**src/rtl/bba_pkg.sv**
```systemverilog
// ----------------------------------------------------------------------------
// bba_pkg
// Shared constants, codes and controller/datapath handoff types for the
// buddy block allocator.
// ----------------------------------------------------------------------------
package bba_pkg;

  localparam int NUM_LEVELS      = 8;
  localparam int MIN_BLOCK_BYTES = 64;
  localparam int HEADER_BYTES    = 16;

  localparam int LVL_W     = $clog2(NUM_LEVELS);
  localparam int SLOT_W    = NUM_LEVELS - 1;
  localparam int NUM_SLOTS = 1 << SLOT_W;
  localparam int LINK_W    = SLOT_W + 1;
  localparam int MIN_SHIFT = $clog2(MIN_BLOCK_BYTES);
  localparam int TOP_MAX   = NUM_LEVELS - 1;

  localparam int REQ_W     = 24;
  localparam int ADDR_W    = 32;
  localparam int STATUS_W  = 3;
  localparam int USED_W    = 14;
  localparam int TOP_W     = 3;
  localparam int CFG_W     = 32;
  localparam int CFG_IDX_W = 2;

  localparam logic [LINK_W-1:0]    NO_SLOT      = LINK_W'(NUM_SLOTS);
  localparam logic [TOP_W-1:0]     TOP_RESET    = 3'd7;
  localparam logic [CFG_IDX_W-1:0] CFG_TOP_IDX  = 2'd0;
  localparam logic [CFG_IDX_W-1:0] CFG_BASE_IDX = 2'd1;

  localparam logic CMD_ALLOC = 1'b0;
  localparam logic CMD_FREE  = 1'b1;

  typedef enum logic [STATUS_W-1:0] {
    ST_OK      = 3'd0,
    ST_ZERO    = 3'd1,
    ST_BIG     = 3'd2,
    ST_OOM     = 3'd3,
    ST_NULL    = 3'd4,
    ST_INVALID = 3'd5
  } status_e;

  typedef enum logic [3:0] {
    OP_NONE,
    OP_ACCEPT,
    OP_SEARCH,
    OP_LOAD_HEAD,
    OP_RD_S,
    OP_RD_B,
    OP_UNLINK_S,
    OP_UNLINK_B,
    OP_SPLIT_DN,
    OP_PUSH_S,
    OP_PUSH_B,
    OP_TAKE,
    OP_RD_INFO_S,
    OP_RD_INFO_B,
    OP_FREE_START,
    OP_MERGE
  } op_e;

  typedef struct packed {
    op_e     op;
    status_e code;
    logic    result;
  } bba_cmd_t;

  typedef struct packed {
    logic init_pend;
    logic is_free;
    logic zero;
    logic big;
    logic null_addr;
    logic bad_addr;
    logic found;
    logic split_more;
    logic below_top;
    logic blk_ok;
    logic buddy_ok;
    logic out_busy;
  } bba_stat_t;

  function automatic logic [LVL_W-1:0] clamp_top(logic [TOP_W-1:0] v);
    logic [LVL_W-1:0] r;
    if (32'(v) > TOP_MAX) r = LVL_W'(TOP_MAX);
    else r = LVL_W'(v);
    return r;
  endfunction

endpackage

```
**src/rtl/bba_if.sv**
```systemverilog
// ----------------------------------------------------------------------------
// bba request / response channels
// Valid/ready channels carrying allocator requests and results.
// ----------------------------------------------------------------------------
interface bba_req_if;
  logic                       valid;
  logic                       ready;
  logic                       cmd;
  logic [bba_pkg::REQ_W-1:0]  req_bytes;
  logic [bba_pkg::ADDR_W-1:0] free_addr;

  modport source (output valid, cmd, req_bytes, free_addr, input ready);
  modport sink   (input valid, cmd, req_bytes, free_addr, output ready);
endinterface

interface bba_rsp_if;
  logic                         valid;
  logic                         ready;
  logic [bba_pkg::STATUS_W-1:0] status;
  logic [bba_pkg::ADDR_W-1:0]   user_addr;
  logic [bba_pkg::LVL_W-1:0]    block_level;
  logic [bba_pkg::USED_W-1:0]   used_bytes;

  modport source (output valid, status, user_addr, block_level, used_bytes, input ready);
  modport sink   (input valid, status, user_addr, block_level, used_bytes, output ready);
endinterface

```
**src/rtl/bba_dp.sv**
```systemverilog
// ----------------------------------------------------------------------------
// bba_dp
// Allocator datapath: free-list heads, link and slot-info memories, usage
// counter, configuration and the result register.
// ----------------------------------------------------------------------------
module bba_dp (
  input  logic                         clk_i,
  input  logic                         rst_ni,
  input  logic                         cfg_we_i,
  input  logic [bba_pkg::CFG_IDX_W-1:0] cfg_idx_i,
  input  logic [bba_pkg::CFG_W-1:0]    cfg_wdata_i,
  input  logic                         cmd_i,
  input  logic [bba_pkg::REQ_W-1:0]    req_bytes_i,
  input  logic [bba_pkg::ADDR_W-1:0]   free_addr_i,
  input  bba_pkg::bba_cmd_t            ctl_i,
  output bba_pkg::bba_stat_t           stat_o,
  bba_rsp_if.source                    rsp
);
  import bba_pkg::*;

  logic [TOP_W-1:0]  top_cfg_q;
  logic [ADDR_W-1:0] base_q;
  logic [LINK_W-1:0] head_q [NUM_LEVELS];
  logic [USED_W-1:0] used_q;
  logic              init_pend_q;
  logic [SLOT_W-1:0] init_idx_q;
  logic              out_valid_q;

  logic              cmd_q, zero_q, big_q, null_q, bad_q;
  logic [LVL_W-1:0]  tgt_q, cur_q, orig_q;
  logic [SLOT_W-1:0] s_q, b_q;
  logic [STATUS_W-1:0] out_status_q;
  logic [ADDR_W-1:0] out_addr_q;
  logic [LVL_W-1:0]  out_lvl_q;
  logic [USED_W-1:0] out_used_q;

  logic [LINK_W-1:0] nxt_mem [NUM_SLOTS];
  logic [LINK_W-1:0] prv_mem [NUM_SLOTS];
  logic [LVL_W-1:0]  lvl_mem [NUM_SLOTS];
  logic              fre_mem [NUM_SLOTS];
  logic              sta_mem [NUM_SLOTS];
  logic [LINK_W-1:0] nxt_rd_q, prv_rd_q;
  logic [LVL_W-1:0]  lvl_rd_q;
  logic              fre_rd_q, sta_rd_q;

  logic [LVL_W-1:0]  top;
  logic              reinit;
  logic [LVL_W-1:0]  new_top;
  logic [REQ_W:0]    need;
  logic [LVL_W-1:0]  fit;
  logic              fits;
  logic [ADDR_W-1:0] rel;
  logic [LVL_W-1:0]  srch;
  logic              found;
  logic [SLOT_W-1:0] x;
  logic [LINK_W-1:0] h;
  logic [SLOT_W-1:0] b_split, b_buddy, lo, hi;
  logic [SLOT_W-1:0] lnk_ra, info_ra;
  logic [LVL_W-1:0]  info_lvl;
  logic              info_fre, info_sta;
  logic              out_busy;

  logic              nxt_we, prv_we, lvl_we, fre_we, sta_we, head_we;
  logic [SLOT_W-1:0] nxt_wa, prv_wa, lvl_wa, fre_wa, sta_wa;
  logic [LINK_W-1:0] nxt_wd, prv_wd, head_wd;
  logic [LVL_W-1:0]  lvl_wd;
  logic              fre_wd, sta_wd;

  assign top     = clamp_top(top_cfg_q);
  assign reinit  = cfg_we_i && (cfg_idx_i == CFG_TOP_IDX);
  assign new_top = clamp_top(cfg_wdata_i[TOP_W-1:0]);
  assign out_busy = out_valid_q && !rsp.ready;

  // request decode
  always_comb begin
    need = {1'b0, req_bytes_i} + (REQ_W+1)'(HEADER_BYTES);
    fit  = '0;
    fits = 1'b0;
    for (int l = NUM_LEVELS - 1; l >= 0; l--) begin
      if (LVL_W'(l) <= top && (ADDR_W'(MIN_BLOCK_BYTES) << l) >= ADDR_W'(need)) begin
        fit  = LVL_W'(l);
        fits = 1'b1;
      end
    end
    rel = free_addr_i - base_q - ADDR_W'(HEADER_BYTES);
  end

  // lowest non-empty list from the target level up to the top
  always_comb begin
    srch  = '0;
    found = 1'b0;
    for (int l = NUM_LEVELS - 1; l >= 0; l--) begin
      if (LVL_W'(l) >= tgt_q && LVL_W'(l) <= top && !head_q[l][SLOT_W]) begin
        srch  = LVL_W'(l);
        found = 1'b1;
      end
    end
  end

  assign info_lvl = lvl_rd_q;
  assign info_fre = fre_rd_q;
  assign info_sta = sta_rd_q;

  assign x       = (ctl_i.op == OP_PUSH_B || ctl_i.op == OP_UNLINK_B) ? b_q : s_q;
  assign h       = head_q[cur_q];
  assign b_split = s_q + (SLOT_W'(1) << (cur_q - LVL_W'(1)));
  assign b_buddy = s_q ^ (SLOT_W'(1) << cur_q);
  assign lo      = (s_q < b_q) ? s_q : b_q;
  assign hi      = (s_q < b_q) ? b_q : s_q;
  assign lnk_ra  = (ctl_i.op == OP_RD_B) ? b_q : s_q;
  assign info_ra = (ctl_i.op == OP_RD_INFO_B) ? b_buddy : s_q;

  // memory write control
  always_comb begin
    nxt_we = 1'b0; nxt_wa = x; nxt_wd = h;
    prv_we = 1'b0; prv_wa = h[SLOT_W-1:0]; prv_wd = {1'b0, x};
    lvl_we = 1'b0; lvl_wa = x; lvl_wd = cur_q;
    fre_we = 1'b0; fre_wa = x; fre_wd = 1'b1;
    sta_we = 1'b0; sta_wa = b_split; sta_wd = 1'b1;
    head_we = 1'b0; head_wd = {1'b0, x};
    case (ctl_i.op)
      OP_PUSH_S, OP_PUSH_B: begin
        nxt_we  = 1'b1;
        prv_we  = !h[SLOT_W];
        head_we = 1'b1;
        lvl_we  = 1'b1;
        fre_we  = 1'b1;
      end
      OP_UNLINK_S, OP_UNLINK_B: begin
        // a head has no meaningful back link
        if (h == {1'b0, x}) begin
          head_we = 1'b1;
          head_wd = nxt_rd_q;
        end else begin
          nxt_we = 1'b1;
          nxt_wa = prv_rd_q[SLOT_W-1:0];
          nxt_wd = nxt_rd_q;
        end
        prv_we = !nxt_rd_q[SLOT_W];
        prv_wa = nxt_rd_q[SLOT_W-1:0];
        prv_wd = prv_rd_q;
      end
      OP_SPLIT_DN: sta_we = 1'b1;
      OP_TAKE: begin
        fre_we = 1'b1;
        fre_wa = s_q;
        fre_wd = 1'b0;
      end
      OP_MERGE: begin
        sta_we = 1'b1; sta_wa = hi; sta_wd = 1'b0;
        fre_we = 1'b1; fre_wa = hi; fre_wd = 1'b0;
      end
      default: ;
    endcase
    // clearing pass: one slot per cycle, slot 0 becomes the free top block
    if (init_pend_q) begin
      nxt_we = 1'b1; nxt_wa = init_idx_q; nxt_wd = NO_SLOT;
      lvl_we = 1'b1; lvl_wa = init_idx_q;
      lvl_wd = (init_idx_q == '0) ? top : '0;
      fre_we = 1'b1; fre_wa = init_idx_q; fre_wd = (init_idx_q == '0);
      sta_we = 1'b1; sta_wa = init_idx_q; sta_wd = (init_idx_q == '0);
    end
  end

  always_ff @(posedge clk_i) begin
    if (nxt_we) nxt_mem[nxt_wa] <= nxt_wd;
    if (prv_we) prv_mem[prv_wa] <= prv_wd;
    if (lvl_we) lvl_mem[lvl_wa] <= lvl_wd;
    if (fre_we) fre_mem[fre_wa] <= fre_wd;
    if (sta_we) sta_mem[sta_wa] <= sta_wd;
    nxt_rd_q    <= nxt_mem[lnk_ra];
    prv_rd_q    <= prv_mem[lnk_ra];
    lvl_rd_q    <= lvl_mem[info_ra];
    fre_rd_q    <= fre_mem[info_ra];
    sta_rd_q    <= sta_mem[info_ra];
  end

  // control state
  always_ff @(posedge clk_i or negedge rst_ni) begin
    if (!rst_ni) begin
      top_cfg_q   <= TOP_RESET;
      base_q      <= '0;
      used_q      <= '0;
      init_pend_q <= 1'b1;
      init_idx_q  <= '0;
      out_valid_q <= 1'b0;
      for (int l = 0; l < NUM_LEVELS; l++) begin
        head_q[l] <= (LVL_W'(l) == clamp_top(TOP_RESET)) ? '0 : NO_SLOT;
      end
    end else begin
      if (init_pend_q) begin
        init_idx_q <= init_idx_q + SLOT_W'(1);
        if (&init_idx_q) init_pend_q <= 1'b0;
      end
      if (head_we) head_q[cur_q] <= head_wd;
      case (ctl_i.op)
        OP_TAKE:       used_q <= used_q + (USED_W'(MIN_BLOCK_BYTES) << cur_q);
        OP_FREE_START: used_q <= used_q - (USED_W'(MIN_BLOCK_BYTES) << info_lvl);
        default: ;
      endcase
      if (rsp.valid && rsp.ready) out_valid_q <= 1'b0;
      if (ctl_i.result) out_valid_q <= 1'b1;
      if (cfg_we_i && cfg_idx_i == CFG_BASE_IDX) base_q <= cfg_wdata_i;
      if (reinit) begin
        top_cfg_q   <= cfg_wdata_i[TOP_W-1:0];
        used_q      <= '0;
        init_pend_q <= 1'b1;
        init_idx_q  <= '0;
        for (int l = 0; l < NUM_LEVELS; l++) begin
          head_q[l] <= (LVL_W'(l) == new_top) ? '0 : NO_SLOT;
        end
      end
    end
  end

  // working registers
  always_ff @(posedge clk_i) begin
    case (ctl_i.op)
      OP_ACCEPT: begin
        cmd_q  <= cmd_i;
        zero_q <= (req_bytes_i == '0);
        big_q  <= !fits;
        tgt_q  <= fit;
        null_q <= (free_addr_i == '0);
        bad_q  <= (rel >= (ADDR_W'(MIN_BLOCK_BYTES) << top)) ||
                  (rel[MIN_SHIFT-1:0] != '0);
        s_q    <= rel[MIN_SHIFT +: SLOT_W];
      end
      OP_SEARCH: begin
        cur_q <= srch;
        s_q   <= head_q[srch][SLOT_W-1:0];
      end
      OP_LOAD_HEAD: s_q <= h[SLOT_W-1:0];
      OP_SPLIT_DN: begin
        cur_q <= cur_q - LVL_W'(1);
        b_q   <= b_split;
      end
      OP_RD_INFO_B: b_q <= b_buddy;
      OP_FREE_START: begin
        cur_q  <= info_lvl;
        orig_q <= info_lvl;
      end
      OP_MERGE: begin
        s_q   <= lo;
        cur_q <= cur_q + LVL_W'(1);
      end
      default: ;
    endcase
    if (ctl_i.result) begin
      out_status_q <= ctl_i.code;
      out_addr_q   <= '0;
      out_lvl_q    <= '0;
      out_used_q   <= used_q;
      if (ctl_i.code == ST_OK) begin
        if (cmd_q == CMD_ALLOC) begin
          out_addr_q <= base_q + (ADDR_W'(s_q) << MIN_SHIFT) + ADDR_W'(HEADER_BYTES);
          out_lvl_q  <= cur_q;
        end else begin
          out_lvl_q  <= orig_q;
        end
      end
    end
  end

  assign rsp.valid       = out_valid_q;
  assign rsp.status      = out_status_q;
  assign rsp.user_addr   = out_addr_q;
  assign rsp.block_level = out_lvl_q;
  assign rsp.used_bytes  = out_used_q;

  always_comb begin
    stat_o.init_pend  = init_pend_q;
    stat_o.is_free    = (cmd_q == CMD_FREE);
    stat_o.zero       = zero_q;
    stat_o.big        = big_q;
    stat_o.null_addr  = null_q;
    stat_o.bad_addr   = bad_q;
    stat_o.found      = found;
    stat_o.split_more = (cur_q > tgt_q);
    stat_o.below_top  = (cur_q < top);
    stat_o.blk_ok     = info_sta && !info_fre;
    stat_o.buddy_ok   = info_sta && info_fre && (info_lvl == cur_q);
    stat_o.out_busy   = out_busy;
  end

`ifndef ASSERT_OFF
  a_used_stable: assert property (@(posedge clk_i) disable iff (!rst_ni)
    (ctl_i.op != OP_TAKE && ctl_i.op != OP_FREE_START && !reinit) |=> $stable(used_q))
    else $error("usage count moved without an allocate or free");
  a_split_floor: assert property (@(posedge clk_i) disable iff (!rst_ni)
    (ctl_i.op == OP_SPLIT_DN) |-> (cur_q != '0))
    else $error("split below the smallest level");
  a_push_fresh: assert property (@(posedge clk_i) disable iff (!rst_ni)
    (ctl_i.op == OP_PUSH_S || ctl_i.op == OP_PUSH_B) |-> (h != {1'b0, x}))
    else $error("slot pushed onto a list it already heads");
  a_result_slot: assert property (@(posedge clk_i) disable iff (!rst_ni)
    ctl_i.result |-> !out_busy)
    else $error("result overwrites a beat not yet taken");
`endif

endmodule

```
**src/rtl/bba_ctrl.sv**
```systemverilog
// ----------------------------------------------------------------------------
// bba_ctrl
// Sequencer for allocate (search, split, take) and free (check, push, merge).
// ----------------------------------------------------------------------------
module bba_ctrl (
  input  logic               clk_i,
  input  logic               rst_ni,
  input  logic               in_valid_i,
  output logic               in_ready_o,
  input  bba_pkg::bba_stat_t stat_i,
  output bba_pkg::bba_cmd_t  ctl_o
);
  import bba_pkg::*;

  localparam logic [4:0] S_IDLE   = 5'd0;
  localparam logic [4:0] S_DECODE = 5'd1;
  localparam logic [4:0] S_A_LOOP = 5'd2;
  localparam logic [4:0] S_A_UNL  = 5'd3;
  localparam logic [4:0] S_A_DN   = 5'd4;
  localparam logic [4:0] S_A_PS   = 5'd5;
  localparam logic [4:0] S_A_PB   = 5'd6;
  localparam logic [4:0] S_A_FRD  = 5'd7;
  localparam logic [4:0] S_A_FUNL = 5'd8;
  localparam logic [4:0] S_A_TAKE = 5'd9;
  localparam logic [4:0] S_F_CHK  = 5'd10;
  localparam logic [4:0] S_F_PS   = 5'd11;
  localparam logic [4:0] S_F_LOOP = 5'd12;
  localparam logic [4:0] S_F_BCHK = 5'd13;
  localparam logic [4:0] S_F_UB   = 5'd14;
  localparam logic [4:0] S_F_RS   = 5'd15;
  localparam logic [4:0] S_F_US   = 5'd16;
  localparam logic [4:0] S_F_MRG  = 5'd17;
  localparam logic [4:0] S_RES    = 5'd18;

  logic [4:0] state_q, state_d;
  status_e    code_q, code_d;

  assign in_ready_o = (state_q == S_IDLE) && !stat_i.init_pend;

  always_comb begin
    state_d      = state_q;
    code_d       = code_q;
    ctl_o.op     = OP_NONE;
    ctl_o.code   = code_q;
    ctl_o.result = 1'b0;
    case (state_q)
      S_IDLE: begin
        if (in_valid_i && in_ready_o) begin
          ctl_o.op = OP_ACCEPT;
          state_d  = S_DECODE;
        end
      end
      S_DECODE: begin
        if (!stat_i.is_free) begin
          if (stat_i.zero) begin
            code_d = ST_ZERO; state_d = S_RES;
          end else if (stat_i.big) begin
            code_d = ST_BIG; state_d = S_RES;
          end else begin
            ctl_o.op = OP_SEARCH;
            if (stat_i.found) state_d = S_A_LOOP;
            else begin
              code_d = ST_OOM; state_d = S_RES;
            end
          end
        end else if (stat_i.null_addr) begin
          code_d = ST_NULL; state_d = S_RES;
        end else if (stat_i.bad_addr) begin
          code_d = ST_INVALID; state_d = S_RES;
        end else begin
          ctl_o.op = OP_RD_INFO_S;
          state_d  = S_F_CHK;
        end
      end
      S_A_LOOP: begin
        if (stat_i.split_more) begin
          ctl_o.op = OP_RD_S;
          state_d  = S_A_UNL;
        end else begin
          ctl_o.op = OP_LOAD_HEAD;
          state_d  = S_A_FRD;
        end
      end
      S_A_UNL: begin ctl_o.op = OP_UNLINK_S; state_d = S_A_DN; end
      S_A_DN:  begin ctl_o.op = OP_SPLIT_DN; state_d = S_A_PS; end
      S_A_PS:  begin ctl_o.op = OP_PUSH_S;   state_d = S_A_PB; end
      S_A_PB:  begin ctl_o.op = OP_PUSH_B;   state_d = S_A_LOOP; end
      S_A_FRD: begin ctl_o.op = OP_RD_S;     state_d = S_A_FUNL; end
      S_A_FUNL: begin ctl_o.op = OP_UNLINK_S; state_d = S_A_TAKE; end
      S_A_TAKE: begin
        ctl_o.op = OP_TAKE;
        code_d   = ST_OK;
        state_d  = S_RES;
      end
      S_F_CHK: begin
        if (!stat_i.blk_ok) begin
          code_d = ST_INVALID; state_d = S_RES;
        end else begin
          ctl_o.op = OP_FREE_START;
          state_d  = S_F_PS;
        end
      end
      S_F_PS: begin ctl_o.op = OP_PUSH_S; state_d = S_F_LOOP; end
      S_F_LOOP: begin
        if (stat_i.below_top) begin
          ctl_o.op = OP_RD_INFO_B;
          state_d  = S_F_BCHK;
        end else begin
          code_d = ST_OK; state_d = S_RES;
        end
      end
      S_F_BCHK: begin
        if (stat_i.buddy_ok) begin
          ctl_o.op = OP_RD_B;
          state_d  = S_F_UB;
        end else begin
          code_d = ST_OK; state_d = S_RES;
        end
      end
      S_F_UB:  begin ctl_o.op = OP_UNLINK_B; state_d = S_F_RS; end
      S_F_RS:  begin ctl_o.op = OP_RD_S;     state_d = S_F_US; end
      S_F_US:  begin ctl_o.op = OP_UNLINK_S; state_d = S_F_MRG; end
      S_F_MRG: begin ctl_o.op = OP_MERGE;    state_d = S_F_PS; end
      S_RES: begin
        if (!stat_i.out_busy) begin
          ctl_o.result = 1'b1;
          state_d      = S_IDLE;
        end
      end
      default: state_d = S_IDLE;
    endcase
  end

  always_ff @(posedge clk_i or negedge rst_ni) begin
    if (!rst_ni) begin
      state_q <= S_IDLE;
      code_q  <= ST_OK;
    end else begin
      state_q <= state_d;
      code_q  <= code_d;
    end
  end

endmodule

```
**src/rtl/buddy_block_allocator.sv**
```systemverilog
// ----------------------------------------------------------------------------
// buddy_block_allocator
// Binary buddy allocator with per-level LIFO free lists kept in slot memories.
//
//   channel  dir  handshake    beat contents
//   req      in   valid/ready  cmd, req_bytes, free_addr
//   rsp      out  valid/ready  status, user_addr, block_level, used_bytes
//   cfg      in   write only   cfg_we_i, cfg_idx_i, cfg_wdata_i
//
// Allocate: search, split to the target level, take. Free: check, push, merge
// with free buddies up to the top; rejects go straight to the result. Link
// memory reads are registered. One request in flight at a time; a finished
// result waits in the output register while the next beat enters. After
// reset or a top-level write, a clearing pass over all 128 slots initializes
// the slot memories; requests wait for it.
// ----------------------------------------------------------------------------
module buddy_block_allocator (
  input  logic                          clk_i,
  input  logic                          rst_ni,
  input  logic                          cfg_we_i,
  input  logic [bba_pkg::CFG_IDX_W-1:0] cfg_idx_i,
  input  logic [bba_pkg::CFG_W-1:0]     cfg_wdata_i,
  bba_req_if.sink                       req,
  bba_rsp_if.source                     rsp
);
  import bba_pkg::*;

  bba_cmd_t  ctl;
  bba_stat_t stat;

  bba_ctrl u_ctrl (
    .clk_i      (clk_i),
    .rst_ni     (rst_ni),
    .in_valid_i (req.valid),
    .in_ready_o (req.ready),
    .stat_i     (stat),
    .ctl_o      (ctl)
  );

  bba_dp u_dp (
    .clk_i       (clk_i),
    .rst_ni      (rst_ni),
    .cfg_we_i    (cfg_we_i),
    .cfg_idx_i   (cfg_idx_i),
    .cfg_wdata_i (cfg_wdata_i),
    .cmd_i       (req.cmd),
    .req_bytes_i (req.req_bytes),
    .free_addr_i (req.free_addr),
    .ctl_i       (ctl),
    .stat_o      (stat),
    .rsp         (rsp)
  );

endmodule
```
**src/flat_wrapper.sv**
```systemverilog
// flat-port wrapper written by rule: the top's interface ports become plain ports
module buddy_block_allocator_flat import bba_pkg::*;
  (clk_i, rst_ni, cfg_we_i, cfg_idx_i, cfg_wdata_i, req_valid, req_cmd, req_req_bytes, req_free_addr, req_ready, rsp_valid, rsp_status, rsp_user_addr, rsp_block_level, rsp_used_bytes, rsp_ready);
  bba_req_if req_i ();
  bba_rsp_if rsp_i ();
  input  logic clk_i;
  input  logic rst_ni;
  input  logic cfg_we_i;
  input  logic [bba_pkg::CFG_IDX_W-1:0] cfg_idx_i;
  input  logic [bba_pkg::CFG_W-1:0] cfg_wdata_i;
  input wire logic [$bits(req_i.valid)-1:0] req_valid;
  input wire logic [$bits(req_i.cmd)-1:0] req_cmd;
  input wire logic [$bits(req_i.req_bytes)-1:0] req_req_bytes;
  input wire logic [$bits(req_i.free_addr)-1:0] req_free_addr;
  output wire logic [$bits(req_i.ready)-1:0] req_ready;
  output wire logic [$bits(rsp_i.valid)-1:0] rsp_valid;
  output wire logic [$bits(rsp_i.status)-1:0] rsp_status;
  output wire logic [$bits(rsp_i.user_addr)-1:0] rsp_user_addr;
  output wire logic [$bits(rsp_i.block_level)-1:0] rsp_block_level;
  output wire logic [$bits(rsp_i.used_bytes)-1:0] rsp_used_bytes;
  input wire logic [$bits(rsp_i.ready)-1:0] rsp_ready;
  assign req_i.valid = req_valid;
  assign req_i.cmd = req_cmd;
  assign req_i.req_bytes = req_req_bytes;
  assign req_i.free_addr = req_free_addr;
  assign req_ready = req_i.ready;
  assign rsp_valid = rsp_i.valid;
  assign rsp_status = rsp_i.status;
  assign rsp_user_addr = rsp_i.user_addr;
  assign rsp_block_level = rsp_i.block_level;
  assign rsp_used_bytes = rsp_i.used_bytes;
  assign rsp_i.ready = rsp_ready;
  buddy_block_allocator u_core (.clk_i(clk_i), .rst_ni(rst_ni), .cfg_we_i(cfg_we_i), .cfg_idx_i(cfg_idx_i), .cfg_wdata_i(cfg_wdata_i), .req(req_i), .rsp(rsp_i));
endmodule
```
**config.mk**
```make
export PLATFORM = sky130hd
export DESIGN_NAME = buddy_block_allocator_flat
export DESIGN_NICKNAME = d
export VERILOG_FILES = /design/src/rtl/bba_pkg.sv /design/src/rtl/bba_if.sv /design/src/rtl/bba_dp.sv /design/src/rtl/bba_ctrl.sv /design/src/rtl/buddy_block_allocator.sv /design/src/flat_wrapper.sv
export SDC_FILE = /design/constraint.sdc
export NUM_CORES = 2
export LEC_CHECK = 0
export BUFFER_PORTS_ARGS = -buffer_cell sky130_fd_sc_hd__buf_2
export CAP_MARGIN = 20
export CORE_MARGIN = 10
export CORE_UTILIZATION = 43
export DETAILED_ROUTE_END_ITERATION = 10
export PLACE_DENSITY = 0.59
export SLEW_MARGIN = 10
export SYNTH_ARGS = -nofsm -noshare
export SYNTH_HDL_FRONTEND = slang
export SYNTH_SLANG_ARGS = --single-unit
export TNS_END_PERCENT = 1
```
**constraint.sdc**
```tcl
create_clock -name clk_i -period 7.7 [get_ports clk_i]
set_input_delay 1.925 -clock clk_i [delete_from_list [all_inputs] [get_ports clk_i]]
set_output_delay 1.925 -clock clk_i [all_outputs]
set_load 0.01 [all_outputs]
```
Yosys cells after proc, flatten, opt, wreduce, memory -nomap -nowiden
Memories as Yosys holds them, arrays and structs flattened. A register that Yosys moved wholly into a read port is not among the register bits.
Cells that the tools add are included.
{ "classes": {"n_addsub": 11, "order_cmp": 31, "eq_ne": 49, "shifts": 5, "muxes": 147, "bitwise": 4, "n_reduce_logical": 81} }
{ "op_table": {"columns": ["operator", "count"], "rows": [
  ["$mux 8", 17],
  ["$mux 64", 2],
  ["$mux 7", 17],
  ["$pmux 5 s19", 1],
  ["$mux 3", 27],
  ["$bwmux 64", 1],
  ["$pmux 4 s14", 1],
  ["$mux 5", 11],
  ["$bmux 8 s3", 2],
  ["$mux 1", 48],
  ["$eq 5x4->1 const B", 8],
  ["$logic_and 1x1->1", 34],
  ["$add 32x13->32", 1],
  ["$add 32x5->32 const B", 1],
  ["$ge 32x32->1", 1],
  ["$logic_not 32->1", 1],
  ["$shl 7x3->32 const A", 1],
  ["$sub 32x32->32", 1],
  ["$sub 32x5->32 const B", 1],
  ["$eq 4x4->1 const B", 7],
  ["$pmux 14 s2", 1],
  ["$pmux 7 s2", 2],
  ["$pmux 7 s4", 1],
  ["$shl 7x3->14 const A", 2],
  ["72 further kinds", 139]
]} }
{ "word_totals": {"regBits": 210, "ramBits": 2688, "in_bits": 96, "out_inout_bits": 54, "wordCells": 365, "memories": 5} }
{ "mem_list": {"columns": ["memory", "depth", "width", "rd", "rd_ports_with_merged_regs", "wr", "line_no", "rtl"], "rows": [
  ["u_core.u_dp.nxt_mem", 128, 8, 1, 1, 1, "bba_dp.sv:37", "logic [LINK_W-1:0] nxt_mem [NUM_SLOTS];"],
  ["u_core.u_dp.prv_mem", 128, 8, 1, 1, 1, "bba_dp.sv:38", "logic [LINK_W-1:0] prv_mem [NUM_SLOTS];"],
  ["u_core.u_dp.lvl_mem", 128, 3, 1, 1, 1, "bba_dp.sv:39", "logic [LVL_W-1:0] lvl_mem [NUM_SLOTS];"],
  ["u_core.u_dp.fre_mem", 128, 1, 1, 1, 1, "bba_dp.sv:40", "logic fre_mem [NUM_SLOTS];"],
  ["u_core.u_dp.sta_mem", 128, 1, 1, 1, 1, "bba_dp.sv:41", "logic sta_mem [NUM_SLOTS];"]
]} }

Depth between registers and ports, before layout
{ "depth": {"word_depth": 16, "depth_mapped": 24} }

By module
Synthesis repeated with hierarchy kept, for this count alone.
{ "unflattened": {"hier_cells": 9522, "area_unflattened_um2": 120438.0} }
{ "modules_own_cells": {"columns": ["mod", "instances", "cells_each", "area_per_inst_um2", "seq_area_each_um2"], "rows": [
  ["bba_dp", 1, 9401, 119474.6, 82577.9],
  ["bba_ctrl", 1, 121, 963.4, 200.2]
]} }

Least setup slack after synthesis
No wires, ideal clock.
{ "synth_timing": {"path_kind": "input to register", "startpoint": "in req_valid", "endpoint": "mem u_core.u_dp.fre_mem[0] (data pin)", "setup_ns": 1.197, "arrival_time_ns": 7.565, "t_required_ns": 6.503, "setup_slack_ns": -1.062, "path_stages": 5, "cell_sequence": "nand2_1 > o2111a_1 > a21oi_1 > o21a_1 > o21ai_0"} }
{ "synth_between": {"elab_chain_cells": 7, "word_cells_on_any_way": 8, "cone_classes": "2 x eq/ne; 4 x mux; 2 x reduce/logical"} }
{ "synth_lines": {"columns": ["item", "line_no", "rtl"], "rows": [
  ["from (decl)", "flat_wrapper.sv:11", "input wire logic [$bits(req_i.valid)-1:0] req_valid;"],
  ["$logic_and 1x1->1 *", "bba_ctrl.sv:48", "if (in_valid_i && in_ready_o) begin"],
  ["$mux 1 *", "bba_ctrl.sv:48", null],
  ["$pmux 4 s14 *", "bba_ctrl.sv:46", "case (state_q)"],
  ["$eq 4x4->1", "bba_dp.sv:121", "case (ctl_i.op)"],
  ["$reduce_or 2->1 (no line) *", null, null],
  ["$mux 1 *", "bba_dp.sv:121", null],
  ["$mux 1 *", "bba_dp.sv:156", "if (init_pend_q) begin"],
  ["via u_core.u_dp.fre_wd", "bba_dp.sv:67", "logic fre_wd, sta_wd;"],
  ["to (decl)", "bba_dp.sv:40", null]
]} }
Mark *: on every way through the listed nets, which the timed path passes. The rest lies on a longest branch.

Worst setup path after layout
{ "layout_timing": {"startpoint": "reg u_core.u_ctrl.state_q[2]", "endpoint": "mem u_core.u_dp.nxt_mem[36][2] (netlist bit) (enable)"} }
{ "layout_between": {"elab_chain_cells": 14, "word_cells_on_any_way": 42, "cone_classes": "22 x eq/ne; 11 x mux; 9 x reduce/logical"} }
{ "layout_lines": {"columns": ["item", "line_no", "rtl"], "rows": [
  ["from (decl)", "bba_ctrl.sv:35", "logic [4:0] state_q, state_d;"],
  ["from (signal assigned)", "bba_ctrl.sv:139", "state_q <= state_d;"],
  ["$logic_not 5->1", "bba_ctrl.sv:38, bba_ctrl.sv:46", null],
  ["$logic_and 1x1->1", "bba_ctrl.sv:38", "assign in_ready_o = (state_q == S_IDLE) && !stat_i.init_pend;"],
  ["$logic_and 1x1->1", "bba_ctrl.sv:48", null],
  ["$mux 1", "bba_ctrl.sv:48", null],
  ["$pmux 4 s14 *", "bba_ctrl.sv:46", null],
  ["$eq 4x4->1 / $eq 4x3->1 (equally long branches)", "bba_dp.sv:104, bba_dp.sv:121", null],
  ["$logic_or 1x1->1", "bba_dp.sv:104", "assign x = (ctl_i.op == OP_PUSH_B || ctl_i.op == OP_UNLINK_B) ? b_q : s_q;"],
  ["$mux 7", "bba_dp.sv:104", null],
  ["$eq 8x7->1", "bba_dp.sv:131", "if (h == {1'b0, x}) begin"],
  ["$mux 1", "bba_dp.sv:131", null],
  ["$pmux 1 s2", "bba_dp.sv:121", null],
  ["$mux 1", "bba_dp.sv:156", null],
  ["$mux 1", "bba_dp.sv:166", "if (nxt_we) nxt_mem[nxt_wa] <= nxt_wd;"],
  ["$mux 1 (not written as such)", "bba_dp.sv:166", null],
  ["to (decl)", "bba_dp.sv:37", null]
]} }
Every way passes the cells marked *; elsewhere a longest branch is shown, timed or not.

==> metrics <==
outcome=finished clean; fraction of layout cells with a size suffix above 1=17.0%; Crit. End Element=flop; Vias/cell=5.80; initial antenna violation count=11; IO Count=150; buffer count from post-CTS setup fixing=0; Wirelength per Cell=25.8 um; Reg clk slew, reported paths=60 ps; row count=193; first drt pass iteration count=7; Slew HR=20.8%; GPL Wtd Cong=0.853; Finished Layout Cells=12104; maximum clock frequency=0.162 GHz; crit start category=flop; # fillers=23360; Crit path required time=8130 ps; max-capacitance violation count=0; DRT iter0 DRCs=7581; ys flop type=edfxtp_1; hold buffer count at cts=0; starting density of the core=43.1%; Die H=546 um; CTS tree=built; Final ANT Viol Nets=0; DP HPWL=196000 um; CTS Buffer Depth=4; hold_sp=u_core.u_dp.used_q[5]; CTS sink cnt=2784; hold crit path type=reg -> reg; clock skew=81.4 ps; Final WS setup=1540 ps; global-route wire length before repair=467000 um; worst hold path depth=0; post-synthesis sequential area ratio=69.6%; Port Buffers=146; CTS Buf Count=296; Tot GR Track Use=20.3%; Worst-Margin Slew=1180 ps; Final nets=8385; #FFs+latches synth=2784; Worst Setup SP=u_core.u_ctrl.state_q[2]; width of the die=546 um; Layout area overhead=12.7%; grt ovf=0; Leak=44.6 nW; Post-Route WL=313000 um; Max VDD drop=0.326 mV; number of synthesized flops with an enable pin=2637; Final Critical Period=6160 ps; Avg Cell Area, Syn=14.9 um2; synth warn=0; final worst path period share=80.0%; Pins Over Slew Limit=0; Post-Syn Area=119000 um2; CP Class=reg -> reg; Fin. Hold Viols=0; asr flop ratio synth=4.56%; post-cts resize count=0; RSZ-0062 raised after global routing=no; final setup fails=0; H-tree levels=5; reg2reg path depth=11; CTS root buf=clkbuf_16; vias in the first global route=69994; die area=298000 um2; largest net degree at the start of global routing=130; via count=70158; DRC=0; CORE AREA=276000 um2; Reg-to-Reg Start=u_core.u_ctrl.state_q[2]; worst path arrival time=6590 ps; Cells after DPL=11573; worst slack at placement=934 ps; power density cells=359 nW/um2; count of cell types in the netlist=101; clock latency at the later pin of the worst-skew pair=870 ps; crit-path max FO=21; Post-Syn Instances=7986
-- critical path: stages (launching register included) --
cell	delay [ps]
dfrtp_1	740
nor4bb_4	400
buf_4	300
mux2i_1	820
or4_1	210
nand4_1	140
or4b_4	670
nand2_1	440
a211oi_2	220
nor2_1	270
nand3_1	660
nor2_1	870
-- stage by stage --
step                cell area (um2)  setup TNS (ps)  utilization (%)  hold slack [ps]  total power, mW
floorplan                    119000          -11260                -              406             29.2
global placement             125000               0             45.2              430             34.4
detailed placement           125000               0             45.2              430             34.6
CTS                          134000               0             48.5              446             48.4
global route                 134000               0             48.6              466             50.2
finish                       134000               0             48.6              447             48.1
-- cells in the mapped netlist (31+ instances only) --
cell type     n  area, um2
a21o_1       31        233
a21oi_1     133        666
a32oi_1      53        464
buf_2        78        390
clkbuf_1    318       1190
dfrtp_1     116       2900
edfxtp_1   2637      79200
ha_1        115       1440
inv_1       148        556
mux2_2       57        642
mux2i_1     152       1520
mux4_2      529      11900
nand2_1    1142       4290
nand3_1     683       3420
nand4_1      94        588
nor2_1      912       3420
nor2b_1      32        200
nor3_1       67        335
nor4_1       37        231
o21ai_0      81        405
xnor2_1      50        438
xor2_1       46        403
-- area by class of cell --
cell class              instances  area [um2]  area share, %
diodes                          5        12.5        0.00933
clock buffers                 368        7930           5.91
clock inverters               152        1320          0.984
inverters                     153         574          0.428
multi-input cells            4618       34400           25.6
flip-flops and latches       2784       82800           61.7
well taps                    3705        4640           3.46
repair buffers                319        2480           1.85
-- cells in the final DEF (no fill, tap or decap), types with 58 or more instances in the layout --
| cell type | netlist | routed |
|---|---|---|
| edfxtp_1 | 2637 | 2637 |
| nand2_1 | 1142 | 1141 |
| nor2_1 | 912 | 909 |
| nand3_1 | 683 | 683 |
| mux4_2 | 529 | 529 |
| clkbuf_16 | 0 | 306 |
| mux2i_1 | 152 | 150 |
| inv_1 | 148 | 148 |
| buf_2 | 78 | 146 |
| buf_4 | 3 | 138 |
| a21oi_1 | 133 | 118 |
| dfrtp_1 | 116 | 116 |
| ha_1 | 115 | 115 |
| nand4_1 | 94 | 94 |
| o21ai_0 | 81 | 78 |
| clkinv_1 | 5 | 73 |
| clkbuf_1 | 318 | 58 |
-- metal layers --
layer / up-vias / share of wire [%] / track usage [%]
met5: - / 0.015 / 0
met4: 10 / 2.9 / 5.84
met3: 538 / 7.3 / 3.40
met2: 2838 / 47 / 32.6
met1: 35986 / 42 / 28.7
li1: 30786 / - / -
-- where the power goes --
part	total, mW	switching, mW	internal, mW
logic	15.2	10.2	5.02
clock network	13.8	5.75	8.06
registers	19.1	0.513	18.6
total	48.1	16.4	31.7
-- worst paths after layout --
kind                                                       to  slack (ps)
min in group asynchronous              u_core.u_dp.base_q[14]        1150
worst min register to register  u_core.u_dp.rsp.used_bytes[5]         450
worst max register to register     u_core.u_dp.nxt_mem[36][2]        1540
worst max-delay path               u_core.u_dp.nxt_mem[36][2]        1540
max in group asynchronous              u_core.u_dp.head_q[26]        5290
worst min-delay path            u_core.u_dp.rsp.used_bytes[5]         450
-- registers in the layout, indices dropped and copies added (netlist names), 8 cells and up --
register	count
u_core.u_dp.lvl_mem	384
u_core.u_dp.prv_mem	896
u_core.u_dp.nxt_mem	1024
u_core.u_dp.fre_mem	128
u_core.u_dp.used_q	11
u_core.u_dp.nxt_rd_q	8
u_core.u_dp.base_q	32
u_core.u_dp.sta_mem	128
u_core.u_dp.rsp.user_addr	32
u_core.u_dp.rsp.used_bytes	11
u_core.u_dp.head_q	64
-- kinds of logic after synthesis --
family	synth area share, %
mux	11.9
other cells	0.00315
simple gates	11.6
flops	69.6
fa+ha+maj	1.24
compound gates	3.01
xor+xnor	0.707
buf+inv	1.99
No activity file was read; power rests on OpenSTA's default activity.
